==> config.mk <==
export PLATFORM = sky130hd
export DESIGN_NAME = rtc_alarm_register_block
export DESIGN_NICKNAME = d
export VERILOG_FILES = /design/src/hw/rtl/rtcar_pkg.sv /design/src/hw/rtl/rtc_alarm_register_block.sv
export SDC_FILE = /design/constraint.sdc
export NUM_CORES = 1
export LEC_CHECK = 0
export ABC_AREA = 1
export BUFFER_PORTS_ARGS = -buffer_cell sky130_fd_sc_hd__buf_2
export CORE_ASPECT_RATIO = 1.25
export CORE_UTILIZATION = 56
export CTS_BUF_LIST = sky130_fd_sc_hd__clkbuf_16
export DETAILED_ROUTE_END_ITERATION = 10
export HOLD_SLACK_MARGIN = 0.03
export PLACE_DENSITY = 0.84
export SLEW_MARGIN = 20
export SYNTH_ARGS = -nofsm -noshare
export SYNTH_HDL_FRONTEND = slang
export SYNTH_SLANG_ARGS = --single-unit
==> constraint.sdc <==
create_clock -name clk -period 3.7 [get_ports clk]
set_input_delay 0.185 -clock clk [delete_from_list [all_inputs] [get_ports clk]]
set_output_delay 0.185 -clock clk [all_outputs]
set_load 0.005 [all_outputs]
==> src/hw/rtl/rtcar_pkg.sv <==
// ----------------------------------------------------------------------------
// rtcar_pkg
// Types and constants shared by the RTC alarm register block.
// ----------------------------------------------------------------------------
package rtcar_pkg;

	localparam int TIME_W     = 64;
	localparam int WORD_W     = 32;
	localparam int NS_TICK_W  = 30;
	localparam int CFG_ADDR_W = 3;
	localparam int CFG_DATA_W = 32;

	localparam logic [NS_TICK_W-1:0] NS_PER_TICK_RESET = NS_TICK_W'(100);

	// configuration register word indexes
	localparam logic [CFG_ADDR_W-3:0] CFG_NS_PER_TICK = '0;

	typedef enum logic [1:0] {
		FUNC_TICK  = 2'd0,
		FUNC_READ  = 2'd1,
		FUNC_WRITE = 2'd2,
		FUNC_NOP   = 2'd3
	} func_t;

	typedef enum logic [2:0] {
		REG_TIMELO   = 3'd0,
		REG_TIMEHI   = 3'd1,
		REG_ALARMLO  = 3'd2,
		REG_ALARMHI  = 3'd3,
		REG_IRQEN    = 3'd4,
		REG_CLRALARM = 3'd5,
		REG_STATUS   = 3'd6,
		REG_CLRIRQ   = 3'd7
	} reg_idx_t;

	typedef struct packed {
		func_t              func;
		reg_idx_t           reg_index;
		logic [WORD_W-1:0]  write_data;
	} req_t;

	typedef struct packed {
		logic [WORD_W-1:0]  read_data;
		logic               irq_line;
	} rsp_t;

endpackage

==> src/hw/rtl/rtc_alarm_register_block.sv <==
// ----------------------------------------------------------------------------
// rtc_alarm_register_block
// 64-bit nanosecond real-time clock with one alarm behind eight 32-bit
// registers; transactions are ticks, register reads and register writes.
// ----------------------------------------------------------------------------
// Each transaction on req is registered in req_s1, then processed against the
// clock state when the rsp register can take it, and its result is captured
// in the rsp register. One transaction can be taken every cycle while
// rsp_stall does not hold the output. The cycle is set by the 64-bit
// saturating time add followed by the 64-bit alarm compare. A read of TIMELO
// snapshots the whole time so a following TIMEHI read is coherent; writing
// ALARMLO arms the alarm. ns_per_tick sits at byte address 0 of the APB port
// and resets to 100.
module rtc_alarm_register_block (
	input  logic                          clk,
	input  logic                          arst_n,
	input  logic                          psel,
	input  logic                          penable,
	input  logic                          pwrite,
	input  logic [rtcar_pkg::CFG_ADDR_W-1:0] paddr,
	input  logic [rtcar_pkg::CFG_DATA_W-1:0] pwdata,
	output logic [rtcar_pkg::CFG_DATA_W-1:0] prdata,
	output logic                          pready,
	input  logic                          req_valid,
	output logic                          req_stall,
	input  rtcar_pkg::req_t               req,
	output logic                          rsp_valid,
	input  logic                          rsp_stall,
	output rtcar_pkg::rsp_t               rsp
);
	import rtcar_pkg::*;

	logic [NS_TICK_W-1:0] ns_per_tick_q;
	logic [TIME_W-1:0]    cur_time_q, time_latch_q, alarm_q;
	logic                 armed_q, irq_en_q, irq_pend_q;

	logic [TIME_W-1:0]    cur_time_n, time_latch_n, alarm_n;
	logic                 armed_n, irq_en_n, irq_pend_n;
	logic [TIME_W:0]      tick_sum;
	logic [WORD_W-1:0]    rd_data;
	logic                 do_check;

	req_t                 req_s1;
	logic                 vld_s1;
	rsp_t                 rsp_q;
	logic                 rsp_valid_q;
	logic                 adv, accept, cfg_wr;

	// ---------------- configuration port ----------------
	assign pready = 1'b1;
	assign cfg_wr = psel && penable && pwrite && pready
		&& (paddr[CFG_ADDR_W-1:2] == CFG_NS_PER_TICK);

	always_ff @(posedge clk or negedge arst_n) begin
		if (!arst_n) begin
			ns_per_tick_q <= NS_PER_TICK_RESET;
		end else if (cfg_wr) begin
			ns_per_tick_q <= pwdata[NS_TICK_W-1:0];
		end
	end

	always_comb begin
		prdata = '0;
		if (paddr[CFG_ADDR_W-1:2] == CFG_NS_PER_TICK) begin
			prdata = CFG_DATA_W'(ns_per_tick_q);
		end
	end

	// ---------------- flow control ----------------
	assign adv       = vld_s1 && (!rsp_valid_q || !rsp_stall);
	assign req_stall = vld_s1 && !adv;
	assign accept    = req_valid && !req_stall;
	assign rsp_valid = rsp_valid_q;
	assign rsp       = rsp_q;

	always_ff @(posedge clk or negedge arst_n) begin
		if (!arst_n) begin
			vld_s1 <= 1'b0;
		end else if (accept) begin
			vld_s1 <= 1'b1;
		end else if (adv) begin
			vld_s1 <= 1'b0;
		end
	end

	always_ff @(posedge clk or negedge arst_n) begin
		if (!arst_n) begin
			req_s1 <= '0;
		end else if (accept) begin
			req_s1 <= req;
		end
	end

	// ---------------- transaction processing ----------------
	// The alarm check runs after every tick and write, so the state never
	// holds an armed alarm that is already due; reads need no check.
	always_comb begin
		cur_time_n   = cur_time_q;
		time_latch_n = time_latch_q;
		alarm_n      = alarm_q;
		armed_n      = armed_q;
		irq_en_n     = irq_en_q;
		irq_pend_n   = irq_pend_q;
		rd_data      = '0;
		do_check     = 1'b0;
		tick_sum     = {1'b0, cur_time_q} + (TIME_W+1)'(ns_per_tick_q);

		unique case (req_s1.func)
			FUNC_TICK: begin
				cur_time_n = tick_sum[TIME_W] ? '1 : tick_sum[TIME_W-1:0];
				do_check   = 1'b1;
			end
			FUNC_READ: begin
				unique case (req_s1.reg_index)
					REG_TIMELO: begin
						time_latch_n = cur_time_q;
						rd_data      = cur_time_q[WORD_W-1:0];
					end
					REG_TIMEHI:  rd_data = time_latch_q[TIME_W-1:WORD_W];
					REG_ALARMLO: rd_data = alarm_q[WORD_W-1:0];
					REG_ALARMHI: rd_data = alarm_q[TIME_W-1:WORD_W];
					REG_STATUS:  rd_data = WORD_W'(armed_q);
					REG_IRQEN, REG_CLRALARM, REG_CLRIRQ: rd_data = '0;
				endcase
			end
			FUNC_WRITE: begin
				do_check = 1'b1;
				unique case (req_s1.reg_index)
					REG_TIMELO:  cur_time_n[WORD_W-1:0] = req_s1.write_data;
					REG_TIMEHI:  cur_time_n[TIME_W-1:WORD_W] = req_s1.write_data;
					REG_ALARMLO: begin
						alarm_n[WORD_W-1:0] = req_s1.write_data;
						armed_n             = 1'b1;
					end
					REG_ALARMHI:  alarm_n[TIME_W-1:WORD_W] = req_s1.write_data;
					REG_IRQEN:    irq_en_n   = req_s1.write_data[0];
					REG_CLRALARM: armed_n    = 1'b0;
					REG_CLRIRQ:   irq_pend_n = 1'b0;
					REG_STATUS:   ;
				endcase
			end
			FUNC_NOP: ;
		endcase

		if (do_check && armed_n && (cur_time_n >= alarm_n)) begin
			armed_n    = 1'b0;
			irq_pend_n = 1'b1;
		end
	end

	always_ff @(posedge clk or negedge arst_n) begin
		if (!arst_n) begin
			cur_time_q   <= '0;
			time_latch_q <= '0;
			alarm_q      <= '0;
			armed_q      <= 1'b0;
			irq_en_q     <= 1'b0;
			irq_pend_q   <= 1'b0;
		end else if (adv) begin
			cur_time_q   <= cur_time_n;
			time_latch_q <= time_latch_n;
			alarm_q      <= alarm_n;
			armed_q      <= armed_n;
			irq_en_q     <= irq_en_n;
			irq_pend_q   <= irq_pend_n;
		end
	end

	always_ff @(posedge clk or negedge arst_n) begin
		if (!arst_n) begin
			rsp_valid_q <= 1'b0;
		end else if (adv) begin
			rsp_valid_q <= 1'b1;
		end else if (!rsp_stall) begin
			rsp_valid_q <= 1'b0;
		end
	end

	always_ff @(posedge clk) begin
		if (adv) begin
			rsp_q.read_data <= rd_data;
			rsp_q.irq_line  <= irq_pend_n && irq_en_n;
		end
	end

	// ---------------- assertions ----------------
	a_no_due_alarm: assert property (@(posedge clk) disable iff (!arst_n)
		!(armed_q && (cur_time_q >= alarm_q)))
		else $error("armed alarm left pending past its time");

	a_irq_matches_state: assert property (@(posedge clk) disable iff (!arst_n)
		adv |=> (rsp_q.irq_line == (irq_pend_q && irq_en_q)))
		else $error("irq_line does not follow pending and enable");

	a_tick_monotonic: assert property (@(posedge clk) disable iff (!arst_n)
		(adv && req_s1.func == FUNC_TICK) |=> (cur_time_q >= $past(cur_time_q)))
		else $error("tick moved time backwards");

	a_pend_needs_armed: assert property (@(posedge clk) disable iff (!arst_n)
		$rose(irq_pend_q) |-> $past(armed_q) || $past(req_s1.reg_index) == REG_ALARMLO)
		else $error("interrupt went pending without an armed alarm");

endmodule
; Word-level counts from Yosys, hierarchy flattened
; Index checks and enable logic that the tools add are counted.
[op_classes]
addsub = 1
order_cmp = 1
mux = 22
n_eq_ne = 10
reduce_logical = 20
bitwise = 1
[ops]
columns = cell, n
row1 = case mux 32 bit (6 select lines), 1
row2 = two-way mux 32 bit, 4
row3 = two-way mux 64 bit, 2
row4 = case mux 64 bit (2 select lines), 1
row5 = adder 64 x 30 -> 65 bit, 1
row6 = greater-or-equal comparator 64 bit, 1
row7 = two-way mux 30 bit, 1
row8 = == test 3 bit (second input constant), 4
row9 = two-way mux 1 bit, 12
row10 = logical AND 1 bit, 9
row11 = == test 3 x 2 -> 1 bit (second input constant), 2
row12 = zero test 1 bit, 4
row13 = == test 3 x 1 -> 1 bit (second input constant), 1
row14 = zero test 3 bit, 1
row15 = AND reduction 3 bit, 1
row16 = OR reduction 3 bit, 1
row17 = == test 2 x 1 -> 1 bit (second input constant), 1
row18 = == test 2 bit (second input constant), 1
row19 = zero test 2 bit, 1
row20 = inequality test 2 x 1 -> 1 bit (second input constant), 1
row21 = case mux 1 bit (2 select lines), 1
row22 = nonzero test 2 bit, 1
row23 = OR reduction 2 bit, 1
row24 = logical OR 1 bit, 1
row25 = inverter 1 bit, 1
[word_totals]
word_cells = 69
reg_bits = 297

; Depth between registers and ports, before layout
[depth]
ltp_word = 8
ltp_mapped = 32
depth_no_buf = 31

; Least setup slack after synthesis
; OpenSTA, ideal clock, no wires.
[synth_timing]
path_type = register to register
start = register ns_per_tick_q[0]
end = register rsp_q, in the netlist rsp[0] (data pin)
arrival_ns = 3.311
synth_period_minus_slack_ns = 3.456
stages_incl_launch_ff = 28
setup_slack_ns = 0.244
path_cell_list = dfrtp_1 ha_1 fa_1 nand3_1 nand2_2 nand2_1 nand2_2 nand2_2 nand2_2 nand2_2 nand2_4 nand3_4 nand2_4 inv_2 buf_6 buf_6 a31oi_1 ha_1 nand2_1 inv_1 nand3_1 nor3_1 nand2_1 nor2_1 nand4_1 nand3_1 nand2_1 a21oi_1
[synth_via]
elab_chain_cells = 7
[synth_lines]
columns = element, line_no
row1 = "start, declared", rtc_alarm_register_block.sv:33  ; logic [NS_TICK_W-1:0] ns_per_tick_q;
row2 = "start signal, assigned", rtc_alarm_register_block.sv:58  ; ns_per_tick_q <= pwdata[NS_TICK_W-1:0];
row3 = adder 64 x 30 -> 65 bit, rtc_alarm_register_block.sv:106  ; tick_sum = {1'b0, cur_time_q} + (TIME_W+1)'(ns_per_tick_q);
row4 = two-way mux 64 bit, rtc_alarm_register_block.sv:110  ; cur_time_n = tick_sum[TIME_W] ? '1 : tick_sum[TIME_W-1:0];
row5 = case mux 64 bit (2 select lines), rtc_alarm_register_block.sv:108  ; unique case (req_s1.func)
row6 = via cur_time_n[58], rtc_alarm_register_block.sv:37  ; logic [TIME_W-1:0] cur_time_n, time_latch_n, alarm_n;
row7 = greater-or-equal comparator 64 bit, rtc_alarm_register_block.sv:145  ; if (do_check && armed_n && (cur_time_n >= alarm_n)) begin
row8 = logical AND 1 bit, rtc_alarm_register_block.sv:145
row9 = two-way mux 1 bit, rtc_alarm_register_block.sv:145
row10 = logical AND 1 bit, rtc_alarm_register_block.sv:182  ; rsp_q.irq_line <= irq_pend_n && irq_en_n;
row11 = "end, declared", rtc_alarm_register_block.sv:45  ; rsp_t rsp_q;
; The timed path passes the listed nets, and every way through them passes these cells.
; A chain may end at the register's enable or synchronous reset.

; Worst setup path after layout
[layout_timing]
start = register cur_time_q[25]
end = register rsp_q, in the netlist rsp[0] (data pin)
[layout_via]
elab_chain_cells = 7
elab_cells_between_ends = 8
classes_between = add/sub (1) / order compare (1) / mux (4) / reduce/logical (2)
[layout_lines]
columns = element, line_no
row1 = "start, declared", rtc_alarm_register_block.sv:34  ; logic [TIME_W-1:0] cur_time_q, time_latch_q, alarm_q;
row2 = "start signal, assigned", rtc_alarm_register_block.sv:160  ; cur_time_q <= cur_time_n;
row3 = adder 64 x 30 -> 65 bit, rtc_alarm_register_block.sv:106
row4 = two-way mux 64 bit, rtc_alarm_register_block.sv:110
row5 = case mux 64 bit (2 select lines), rtc_alarm_register_block.sv:108
row6 = via cur_time_n[30], rtc_alarm_register_block.sv:37
row7 = greater-or-equal comparator 64 bit, rtc_alarm_register_block.sv:145
row8 = logical AND 1 bit, rtc_alarm_register_block.sv:145
row9 = two-way mux 1 bit, rtc_alarm_register_block.sv:145
row10 = logical AND 1 bit, rtc_alarm_register_block.sv:182
; The timed path passes the listed nets, and every way through them passes these cells.

==> results.py <==
metrics = {
    "run_status": {
        "status": "complete, but fails checks",
        "violations": "negative setup slack",
    },
    "setup_path": {
        "worstSetupEndpointType": "flop",
        "worstSetupPathType": "flop to flop",
        "cp-start-kind": "flop",
        "critPathRequiredTime_ps": 4020,
        "cp_data_arrival_time_ps": 4240,
        "critPathMaxFanout": 6,
    },
    "global_route": {
        "grt_pass1_vias": 20900,
        "grt_max_degree": 105,
        "track_usage_pct": 46.9,
        "antenna_found_initial": 3,
        "grt_overflow": 0,
        "grt_pass1_wl_um": 117000,
    },
    "synth": {
        "ys_async_sr_fraction_pct": 87.5,
        "synth_edf_count": 33,
        "netlist_instances": 2568,
        "syn_avg_cell_area_um2": 7.09,
        "synth.largest_area_cell": "dfrtp_1",
        "ys_seq_elements": 265,
        "synth-main-ff-cell": "dfrtp_1",
        "synth_cell_types": 49,
        "yosys-top-cells-area": "dfrtp_1 31%, nand2_1 16%, ha_1 6.5%",
        "seq_area_frac_synth_pct": 37.4,
        "syn_area_um2": 18200,
        "synth.top_cell.area_share_pct": 31.5,
        "yosys_warnings": 0,
    },
    "power": {
        "p_per_area_nw_per_um2": 871,
        "power.leakage_uw": 0.0125,
        "vdd_drop_max_v": 0.000774,
        "power_uw": 22100,
    },
    "clocking": {
        "cts_buffers": 29,
        "clkSlewWorstSetupHoldPaths_ps": 60,
        "clock-sinks": 265,
        "cts-root-buf": "clkbuf_16",
        "cts_tree": "built",
        "clockBufferDepth": 3,
        "h-tree-depth": 1,
        "insertion_delay_ps": 590,
    },
    "floorplanning": {
        "initial_core_util_pct": 57.1,
        "rows": 73,
        "dieArea_um2": 33200,
        "coreArea_um2": 31900,
        "io_pins": 147,
        "die_w_um": 163,
        "die_h_um": 204,
    },
    "placement": {
        "dpl_worst_slack_ps": -450,
        "routabilityCongestion": 1.04,
        "portBuffers": 139,
        "hpwl_um": 55300,
        "place_area_um2": 21600,
    },
    "timing": {
        "slew_viol_final": 0,
        "finalCritPeriodShare_pct": 106,
        "finClkSkew_ps": 15.7,
        "tightest_slew_ps": 1100,
        "clock.fmax_ghz": 0.255,
        "slew_headroom_pct": 26.8,
        "worst_slack_ps": -219,
        "finalCriticalPeriod_ps": 3920,
        "grt_setup_unrepaired": "true",
        "final-setup-viol-count": 3,
        "finalHoldViolations": 0,
    },
    "routing": {
        "routed_wl_um": 82500,
        "drc": 0,
        "vias": 21800,
        "via_per_inst": 6.21,
        "drt_iter0_drc": 3286,
        "final_antenna_net_count": 0,
        "dr.pass1.iters": 8,
        "wire_per_inst_um": 23.5,
    },
    "layout": {
        "fin_nets": 3247,
        "final_common_cell": "nand2_1",
        "num-fill-cells": 2014,
        "final_area_um2": 25300,
        "layout_common_cells": "665 x nand2_1, 348 x buf_4, 287 x inv_1, 216 x dfrtp_1, 196 x o21ai_0",
        "drive_gt1_share_pct": 30.1,
        "synthToLayoutAreaGrowth_pct": 39.1,
        "utilization_pct": 79.4,
    },
    "hold_path": {
        "hp-class": "input pin to asynchronous set/reset pin",
    },
    "job": {
        "cap_violations": 0,
    },
}
[flip-flops by register name (all words and copies together) (netlist names)]
| register | count |
|---|---|
| alarm_q | 64 |
| cur_time_q | 64 |
| req_s1 | 37 |
| rsp | 33 |
| time_latch_q | 32 |
| ns_per_tick_q | 30 |
| armed_q | 1 |
| irq_en_q | 1 |
| irq_pend_q | 1 |
| rsp_valid | 1 |
| vld_s1 | 1 |
[cells in the mapped netlist (all sizes together) (18+ instances only)]
cell type / n
nand2: 784
inv: 297
nor2: 230
dfrtp: 229
o21ai: 216
a21oi: 206
nand3: 128
ha: 94
clkbuf: 73
a22oi: 51
mux2i: 35
buf: 33
edfxtp: 33
nand4: 21
mux2: 19
nor3: 19
o22ai: 18
[cells by family after synthesis]
family,after synthesis,share of synthesized area [%]
buf+inv,406,8.73
simple gates,1197,27.1
flops,265,37.4
other cells,2,0.0412
xor+xnor,27,1.30
fa+ha+maj,95,6.57
mux,54,3.10
compound gates,522,15.8
[path summary, 6_finish.rpt]
kind	startpoint	end	slack, ps	depth (start not counted)
max in group asynchronous	arst_n	cur_time_q[11]	2430	3
min in group clk	req[15]	req_s1[15]	370	3
min reg2reg	time_latch_q[55]	time_latch_q[55]	490	2
max	cur_time_q[25]	rsp[0]	-220	27
min	arst_n	ns_per_tick_q[3]	270	2
max reg2reg	cur_time_q[25]	rsp[0]	-220	27
[worst max-delay path, stage by stage, from the launching register on]
cell and delay, ps:
dfrtp_1 410, ha_4 300, buf_6 110, nand2_1 90, inv_1 130, nand2_2 120, nor2_4 160, inv_2 70
nor2_4 100, nand2_2 80, nand2_4 110, nand3_4 120, nand2_4 100, inv_6 50, buf_12 140, a21oi_4 160
ha_1 250, nand2_2 120, nor2_2 50, nor2_2 140, nand3_2 160, a21oi_2 150, buf_6 140, nand2_2 60
nand2_2 60, nand3_2 90, nand2_2 90, a21oi_1 60
[routing by layer]
metal | wire length [µm] | global-route usage, % | share of wire [%]
met3 | 10800 | 11.0 | 13
met2 | 35700 | 72.7 | 43
met1 | 29300 | 59.6 | 36
met5 | 9 | 0 | 0.011
met4 | 6700 | 26.8 | 8.1
[report_power, final]
part | total (µW) | switching (µW) | internal, µW
Combinational | 14100 | 8270 | 5810
Clock | 3160 | 1320 | 1840
Sequential | 4820 | 997 | 3820
[final cells by class]
class / instances / area (µm²) / area share (%)
inverter: 300 / 1130 / 4.48
tap: 412 / 515 / 2.04
multi-input combinational: 1898 / 11500 / 45.3
clock buffer: 29 / 726 / 2.87
timing repair buffer: 579 / 4390 / 17.3
clock inverter: 25 / 279 / 1.10
antenna: 1 / 2.50 / 0.00988
sequential: 265 / 6820 / 26.9
[repair_timing]
action | in CTS | in global routing
hold buffers | 69 | 0
resized for setup | 164 | 210
setup buffers | 12 | 19
cloned | 1 | 1
endpoints found under the setup margin | 3 | 3
pin swaps | 39 | 71
endpoints found under the hold margin | 165 | 0
[per-stage QoR]
stage	setup TNS, ps	hold WS [ps]	std cells
6_report	-505	270	3509
5_1_grt	-827	328	3508
4_1_cts	0	307	3488
3_5_place_dp	-1280	310	3353
3_3_place_gp	-1180	307	3353
2_1_floorplan	0	-111	2569
(Power assumes the default switching activity.)
